$ cat config.mk
export PLATFORM = sky130hd
export DESIGN_NAME = bisection_root_cubic_unit
export DESIGN_NICKNAME = d
export VERILOG_FILES = /design/src/rtl/brc_pkg.sv /design/src/rtl/bisection_root_cubic_unit.sv /design/src/rtl/brc_sign_unit.sv
export SDC_FILE = /design/constraint.sdc
export NUM_CORES = 2
export LEC_CHECK = 0
export BUFFER_PORTS_ARGS = -buffer_cell sky130_fd_sc_hd__clkbuf_2
export CAP_MARGIN = 20
export CORE_MARGIN = 2
export CORE_UTILIZATION = 66
export CTS_CLUSTER_SIZE = 28
export DETAILED_ROUTE_END_ITERATION = 8
export PLACE_DENSITY = 0.82
export SYNTH_ARGS = -nofsm -noshare
export SYNTH_HDL_FRONTEND = slang
export SYNTH_HIERARCHICAL = 1
export SYNTH_SLANG_ARGS = --single-unit
$ cat constraint.sdc
create_clock -name i_clk -period 14.93 [get_ports i_clk]
set_input_delay 2.2395 -clock i_clk [delete_from_list [all_inputs] [get_ports i_clk]]
set_output_delay 2.2395 -clock i_clk [all_outputs]
set_load 0.02 [all_outputs]
$ cat src/rtl/brc_pkg.sv
package brc_pkg;

    localparam int XW    = 32;
    localparam int PASSW = 6;
    localparam int TOLW  = 31;

    localparam logic [TOLW-1:0]   TOL_RESET = TOLW'(66);
    localparam logic [2*XW-1:0]   SQ_THREE  = 64'h0000_0003_0000_0000;
    localparam logic signed [XW:0] ONE_Q16  = 33'sd65536;

    localparam logic STATUS_OK  = 1'b0;
    localparam logic STATUS_BAD = 1'b1;

    typedef struct packed {
        logic signed [XW-1:0] x_low;
        logic signed [XW-1:0] x_high;
    } t_in;

    typedef struct packed {
        logic signed [XW-1:0] root;
        logic [PASSW-1:0]     passes;
        logic                 status;
    } t_out;

    typedef struct packed {
        logic neg;
        logic zero;
    } t_sign;

endpackage

$ cat src/rtl/bisection_root_cubic_unit.sv
// Bisection root finder for x^3 + x^2 - 3x - 3 on a signed Q16.16 bracket.
// A bad bracket is reported from CHK_HI once both endpoints have been squared.
// One transaction at a time: the next one is taken only once the result is
// posted, and a stalled output holds the unit until the result leaves. Each
// pass runs midpoint, square on the shared 32x32 multiplier, and sign compare.
// Synchronous active-low reset clears the sequencer, output valid, and sets
// the tolerance to 66.
module bisection_root_cubic_unit
    import brc_pkg::*;
#(
    parameter int MAX_PASSES = 39
)
(
    input  logic            i_clk,
    input  logic            i_rst_n,
    input  logic            i_cfg_we,
    input  logic [TOLW-1:0] i_cfg_wdata,
    input  logic            i_in_valid,
    output logic            o_in_stall,
    input  t_in             i_in_data,
    output logic            o_out_valid,
    input  logic            i_out_stall,
    output t_out            o_out_data
);

    localparam int PCW = $clog2(MAX_PASSES + 1);

    localparam logic [2:0] S_IDLE    = 3'd0;
    localparam logic [2:0] S_MUL_LO  = 3'd1;
    localparam logic [2:0] S_MUL_HI  = 3'd2;
    localparam logic [2:0] S_CHK_HI  = 3'd3;
    localparam logic [2:0] S_MID     = 3'd4;
    localparam logic [2:0] S_MUL_MID = 3'd5;
    localparam logic [2:0] S_CHK_MID = 3'd6;

    logic [2:0]           r_state, n_state;
    logic [TOLW-1:0]      r_tol;
    logic signed [XW-1:0] r_lo, n_lo;
    logic signed [XW-1:0] r_hi, n_hi;
    logic signed [XW-1:0] r_mid, n_mid;
    logic [XW-1:0]        r_width, n_width;
    logic [PCW-1:0]       r_passes, n_passes;
    t_sign                r_sign_lo, n_sign_lo;
    logic                 r_out_valid, n_out_valid;
    t_out                 r_out, n_out;

    logic                 w_load;
    logic signed [XW-1:0] w_x;
    t_sign                w_sign;
    logic                 w_out_free;
    logic signed [XW:0]   w_sum;
    logic signed [XW:0]   w_diff;
    logic                 w_stop;

    brc_sign_unit u_sign (
        .i_clk  (i_clk),
        .i_load (w_load),
        .i_x    (w_x),
        .o_sign (w_sign)
    );

    assign w_out_free = !r_out_valid || !i_out_stall;
    assign w_sum  = {r_lo[XW-1], r_lo} + {r_hi[XW-1], r_hi};
    assign w_diff = {r_hi[XW-1], r_hi} - {r_lo[XW-1], r_lo};
    assign w_stop = ({1'b0, r_tol} >= r_width) || (r_passes == PCW'(MAX_PASSES - 1));

    always_comb begin
        w_load = 1'b0;
        w_x    = r_mid;
        unique case (r_state)
            S_MUL_LO:  begin w_load = 1'b1; w_x = r_lo; end
            S_MUL_HI:  begin w_load = 1'b1; w_x = r_hi; end
            S_MUL_MID: begin w_load = 1'b1; w_x = r_mid; end
            default:   begin w_load = 1'b0; w_x = r_mid; end
        endcase
    end

    always_comb begin
        n_state     = r_state;
        n_lo        = r_lo;
        n_hi        = r_hi;
        n_mid       = r_mid;
        n_width     = r_width;
        n_passes    = r_passes;
        n_sign_lo   = r_sign_lo;
        n_out_valid = r_out_valid && i_out_stall;
        n_out       = r_out;
        unique case (r_state)
            S_IDLE: begin
                if (i_in_valid) begin
                    n_lo     = i_in_data.x_low;
                    n_hi     = i_in_data.x_high;
                    n_passes = '0;
                    n_state  = S_MUL_LO;
                end
            end
            S_MUL_LO: begin
                n_state = S_MUL_HI;
            end
            S_MUL_HI: begin
                n_sign_lo = w_sign;
                n_state   = S_CHK_HI;
            end
            S_CHK_HI: begin
                if (!r_sign_lo.zero && !w_sign.zero && (r_sign_lo.neg == w_sign.neg)) begin
                    if (w_out_free) begin
                        n_out_valid   = 1'b1;
                        n_out.root    = '0;
                        n_out.passes  = '0;
                        n_out.status  = STATUS_BAD;
                        n_state       = S_IDLE;
                    end
                end else begin
                    n_state = S_MID;
                end
            end
            S_MID: begin
                n_mid   = w_sum[XW:1];
                n_width = w_diff[XW] ? XW'(-w_diff) : w_diff[XW-1:0];
                n_state = S_MUL_MID;
            end
            S_MUL_MID: begin
                n_state = S_CHK_MID;
            end
            S_CHK_MID: begin
                if (!w_stop || w_out_free) begin
                    if (!r_sign_lo.zero && !w_sign.zero && (r_sign_lo.neg != w_sign.neg)) begin
                        n_hi = r_mid;
                    end else begin
                        n_lo      = r_mid;
                        n_sign_lo = w_sign;
                    end
                    n_passes = r_passes + PCW'(1);
                    if (w_stop) begin
                        n_out_valid  = 1'b1;
                        n_out.root   = r_mid;
                        n_out.passes = PASSW'(n_passes);
                        n_out.status = STATUS_OK;
                        n_state      = S_IDLE;
                    end else begin
                        n_state = S_MID;
                    end
                end
            end
            default: begin
                n_state = S_IDLE;
            end
        endcase
    end

    always_ff @(posedge i_clk) begin
        if (!i_rst_n) begin
            r_state     <= S_IDLE;
            r_out_valid <= 1'b0;
            r_tol       <= TOL_RESET;
        end else begin
            r_state     <= n_state;
            r_out_valid <= n_out_valid;
            if (i_cfg_we) begin
                r_tol <= i_cfg_wdata;
            end
        end
    end

    always_ff @(posedge i_clk) begin
        r_lo      <= n_lo;
        r_hi      <= n_hi;
        r_mid     <= n_mid;
        r_width   <= n_width;
        r_passes  <= n_passes;
        r_sign_lo <= n_sign_lo;
        r_out     <= n_out;
    end

    assign o_in_stall  = (r_state != S_IDLE);
    assign o_out_valid = r_out_valid;
    assign o_out_data  = r_out;

endmodule

$ cat src/rtl/brc_sign_unit.sv
module brc_sign_unit
    import brc_pkg::*;
(
    input  logic                 i_clk,
    input  logic                 i_load,
    input  logic signed [XW-1:0] i_x,
    output t_sign                o_sign
);

    logic [XW-1:0]        w_mag;
    logic signed [XW:0]   w_a;
    logic [2*XW-1:0]      r_sq;
    logic                 r_a_neg;
    logic                 r_a_zero;
    logic                 w_b_neg;
    logic                 w_b_zero;

    // p(x) = (x + 1)(x^2 - 3)
    assign w_mag = i_x[XW-1] ? (~i_x + XW'(1)) : i_x;
    assign w_a   = {i_x[XW-1], i_x} + ONE_Q16;

    always_ff @(posedge i_clk) begin
        if (i_load) begin
            r_sq     <= w_mag * w_mag;
            r_a_neg  <= w_a[XW];
            r_a_zero <= (w_a == '0);
        end
    end

    assign w_b_zero = (r_sq == SQ_THREE);
    assign w_b_neg  = (r_sq < SQ_THREE);

    assign o_sign.zero = r_a_zero | w_b_zero;
    assign o_sign.neg  = r_a_neg ^ w_b_neg;

endmodule

=== Yosys cells after proc, flatten, opt, wreduce, memory -nomap -nowiden ===
Cells that the tools add are included.

* Bits in registers: 276
* Bits of input ports: 100
* Output and inout port bits: 41
* Logic and storage cells: 105

* Equal/unequal tests: 18
* Reductions and logical operators: 25
* $lt $le $gt $ge: 2
* Multiplexer cells: 34
* Bitwise operators: 3
* Multiply operators: 1
* Add/sub/neg operators: 6

{| class="wikitable"
|+ Operators by type and width
! cell !! number
|-
| $mux W32 || 8
|-
| $pmux W32 S2 || 3
|-
| $mux W39 || 4
|-
| $pmux W39 S2 || 1
|-
| $eq A64 B34 Y1 const B || 1
|-
| $lt A64 B34 Y1 const B || 1
|-
| $mul A32 B32 Y64 || 1
|-
| $add A32 B18 Y33 const B || 1
|-
| $add A32 B32 Y33 || 1
|-
| $logic_not A33 Y1 || 1
|-
| $sub A32 B32 Y33 || 1
|-
| $add A32 B2 Y32 const B || 1
|-
| $ge A31 B32 Y1 || 1
|-
| $neg A32 Y32 || 1
|-
| $not A32 Y32 || 1
|-
| $pmux W3 S7 || 1
|-
| $mux W3 || 5
|-
| $ne A2 B2 Y1 const B || 7
|-
| $mux W6 || 2
|-
| $pmux W6 S2 || 1
|-
| $eq A3 B3 Y1 const B || 3
|-
| $reduce_and A3 Y1 || 3
|-
| $reduce_and A4 Y1 || 2
|-
| $add A6 B1 Y6 const B || 1
|-
| other kinds (20) || 37
|}

=== Depth between registers and ports, before layout ===
* Depth in word-level cells: 8
* Gate-level depth with buffers: 46
* Depth with buffers taken out: 41

=== Modules after synthesis ===
The synthesis kept the hierarchy.

{| class="wikitable"
|+ Modules (own cells, without submodules)
! module !! area each (um^2) !! cells each !! sequential area each (um^2) !! times used
|-
| brc_sign_unit || 31402.6 || 3350 || 1951.9 || 1
|-
| bisection_root_cubic_unit || 13178.9 || 1387 || 5955.7 || 1
|}

=== Worst setup path before layout ===
Ideal clock, no wire load.

* Path type: register -> register
* From: register r_state[2]
* To: register u_sign.r_sq[60] (data pin)
* Setup time: 261 ps
* Setup slack: 3607 ps
* Arrival time: 11062 ps
* Stages on the path, launching flop included: 40
* Required time: 14669 ps
* Cell sequence: dfxtp_1 > clkbuf_1 > nor3b_1 > nor2_1 > clkbuf_1 > nand2_1 > nand2_1 > inv_1 > clkbuf_1 > clkbuf_1 > ha_1 > nand2_1 > or4_1 > nor4_2 > nand2_1 > o21a_1 > xnor2_1 > clkinv_1 > (+4 left out) > fa_1 > fa_1 > inv_1 > fa_1 > inv_1 > fa_1 > fa_1 > fa_1 > fa_1 > ha_1 > clkbuf_1 > nand4_1 > or4_1 > a31oi_1 > o21ai_0 > o31ai_1 > a31oi_1 > o311a_1

* Cells in the longest elaborated chain, start to end: 6
* Elaborated cells between the ends (all ways): 7

{| class="wikitable"
|+ RTL lines
! item !! line !! text
|-
| start, declared || bisection_root_cubic_unit.sv:36 || <nowiki>logic [2:0] r_state, n_state;</nowiki>
|-
| start signal, assigned || bisection_root_cubic_unit.sv:157 || <nowiki>r_state <= n_state;</nowiki>
|-
| $eq A3 B2 Y1 / $eq A3 B1 Y1 (equally long branches) || bisection_root_cubic_unit.sv:70 || <nowiki>unique case (r_state)</nowiki>
|-
| $pmux W32 S2 (*) || bisection_root_cubic_unit.sv:70 ||
|-
| via w_x[0] || bisection_root_cubic_unit.sv:48 || <nowiki>logic signed [XW-1:0] w_x;</nowiki>
|-
| $not A32 Y32 || brc_sign_unit.sv:19 || <nowiki>assign w_mag = i_x[XW-1] ? (~i_x + XW'(1)) : i_x;</nowiki>
|-
| $add A32 B2 Y32 || brc_sign_unit.sv:19 ||
|-
| $mux W32 (*) || brc_sign_unit.sv:19 ||
|-
| $mul A32 B32 Y64 (*) || brc_sign_unit.sv:24 || <nowiki>r_sq <= w_mag * w_mag;</nowiki>
|-
| end signal, assigned || brc_sign_unit.sv:24 ||
|-
| end, declared || brc_sign_unit.sv:12 || <nowiki>logic [2*XW-1:0] r_sq;</nowiki>
|}

Mark *: on every way through the listed nets, which the timed path passes. The rest lies on a longest branch.
A chain may end at the register's enable or synchronous reset.

=== Final worst setup path ===
* From: register r_state[1]
* To: register u_sign.r_sq[60] (data pin)

Same word-level chain as after synthesis.

==> run metrics <==
status finished, final reports clean; Data required, critical path 15.24 ns; worst path arrival time 13.62 ns; top post-synthesis cells by area fa_1 (36%), edfxtp_1 (16%), ha_1 (11%); Max Fclk 75.1 MHz; worst setup path startpoint r_state[1]; post-cts sizing count 0; RSZ-0062 raised after global routing no; clk sinks 275; R2R Setup Slk roughly 1.6 ns; Core Area 67000 um2; Post-Layout Inst Area 47300 um2; Die Width 264 um; Hold Crit Class reg -> reg; Crit-path slowest cell o31ai_1; Avg Vias per Cell 5.88; DR pass1 iterations 8; Critical R2R Capture u_sign/r_sq[60]; pin count of the biggest net entering global routing 72; I/O Buffers 140; fraction of layout cells with a size suffix above 1 0.0646; number of synthesized flops with an enable pin 240; Root Buffer clkbuf_16; Slowest Stage Delay on Critical Path 0.84 ns; fin. max-slew vios 0; Worst path most repeated cell fa_1; Async SR Flop Fraction 0; cell depth of the worst flop-to-flop path 33; crit path time final 13.32 ns; TritonCTS clock tree built; most used flip-flop cell after synthesis edfxtp_1; WL per Instance 21.5 um; H-tree depth 1; antenna-violating nets left 0; Setup Skew 0.0125 ns; Fin Setup TNS 0 ns; worst-margin pin slew ~1.1 ns; DRC Markers 0; most frequent cell after synthesis inv_1; cts bufs inserted 27; Area after DPL 46400 um2; Cells after Synth approximately 4700; Clock Path Buffers 3; area share of the largest cell type after synthesis 0.358; Clk Latency, worst-skew pair 0.56 ns; Initial Util 0.665; Total Die Area between 60000 and 70000 um2; synthesis-to-finish area growth 6.14%; CP Launch Type flip-flop; Die H 264 um; DR vias 33600; #FFs+latches synth 275; GRT Util Overall 0.366; crit path capture u_sign/r_sq[60]; # hold bufs at CTS 0; final worst-path cycle share 0.892; Crit. End Element flip-flop; setup repair bufs after CTS 0; number of global-route vias before repair approximately 36000; dpl hpwl 96.7 mm; Commonest cells post-synth inv_1 (1131), fa_1 (797), nand2_1 (555); Slew HR 0.243; std cell rows 95; register area share after synthesis 0.177; Mean Syn Cell Area 9.41 um2; Congestion Overflow GR 0; Final Hold Violating Endpoints 0; Yosys top cell by area fa_1; yosys warns 6; reg2reg start r_state[1]; antenna violations before repair 0; Crit Path Category reg -> reg; Post-Route WL 123 mm; Final GP Congestion 0.991; first-pass GRT wire length ~200 mm; Mapped Area 44600 um2; I/O Pins 141; Max-Cap Viols 0; clock slew at reported path FFs 0.06 ns; Finish-stage setup viols 0; worst-path fanout max 33; Nets 6099; 1st-iter DRT viols 3064; Yosys cell types 88
final cells by class:
class / count / area, um2
Sequential cell: 275 / 7910
Timing Repair Buffer: 203 / 1180
Clock inverter: 15 / 190
Multi-Input combinational cell: 3164 / 31900
Tap cell: 873 / 1090
Antenna cell: 1 / 2.50
Clock buffer: 34 / 732
Inverter: 1151 / 4320
Fill cell: 5042 / 19700
sequential cells by signal (all words and copies together), names as in the netlist:
name,flops
o_out_valid,1
r_state,3
u_sign/r_a_zero,1
r_passes,6
r_width,32
r_mid,32
u_sign/r_a_neg,1
r_hi,32
r_tol,31
r_lo,32
u_sign/r_sq,63
r_sign_lo,2
o_out_data,39
cells by family after synthesis:
kind of cell | Yosys count | synth area share
buffers and inverters | 1320 | 0.112
adder cells (fa/ha/maj) | 1177 | 0.465
AND/OR/NAND/NOR | 1176 | 0.115
AO/OA/AOI/OAI | 546 | 0.0820
flip-flops | 275 | 0.177
XOR/XNOR | 206 | 0.0410
multiplexers | 35 | 0.00791
other | 2 | 0.000168
routing by layer:
| metal | up-vias | part of all wire | track usage |
|---|---|---|---|
| met1 | 16700 | 0.37 | 0.474 |
| met4 | 0 | 0.061 | 0.167 |
| met2 | 1673 | 0.47 | 0.596 |
| met3 | 441 | 0.098 | 0.0753 |
| met5 | - | 0 | 0 |
| li1 | 14800 | - | - |
how the worst min path moves through the flow:
stage / from / endpoint / slack (ns) / depth (start not counted)
after global routing: r_tol[1] / r_tol[1] / 0.52 / 2
after detailed placement: r_tol[1] / r_tol[1] / 0.47 / 2
after CTS: r_tol[1] / r_tol[1] / 0.50 / 2
after global placement: r_tol[1] / r_tol[1] / 0.47 / 2
after floorplan: r_tol[1] / r_tol[1] / 0.45 / 2
final: r_tol[1] / r_tol[1] / 0.49 / 2
stage by stage:
| step | util | setup WS (ns) | cells | hold WS, ns |
|---|---|---|---|---|
| after floorplan | - | 3.61 | 4759 | 0.449 |
| after global placement | 0.692 | 2.26 | 5665 | 0.473 |
| after detailed placement | 0.692 | 1.92 | 5665 | 0.473 |
| after CTS | 0.706 | 1.89 | 5714 | 0.496 |
| after global routing | 0.706 | 0.987 | 5715 | 0.518 |
| final | 0.706 | 1.61 | 5716 | 0.493 |
critical path: cells and delay by family (launching register included):
family	cells	cell delay, ns
flops	1	0.57
simple gates	9	3.30
xor+xnor	1	0.19
buf+inv	6	1.58
compound gates	7	2.76
fa+ha+maj	10	4.62
layout by cell type, fill, tap and decap left out, types with 62 or more instances in the layout:
cell | netlist | layout
buf_4 | 4 | 62
a21oi_1 | 147 | 146
o21ai_0 | 84 | 83
inv_1 | 1131 | 1131
clkbuf_2 | 0 | 140
edfxtp_1 | 240 | 240
nand2_1 | 555 | 555
xnor2_1 | 134 | 130
nor2_1 | 362 | 359
fa_1 | 797 | 797
xor2_1 | 69 | 64
ha_1 | 380 | 380
a21o_1 | 77 | 77
Power is left out: the tool's default activity adds up to more than one toggle a clock period on the data nets, which glitch-free logic cannot reach.
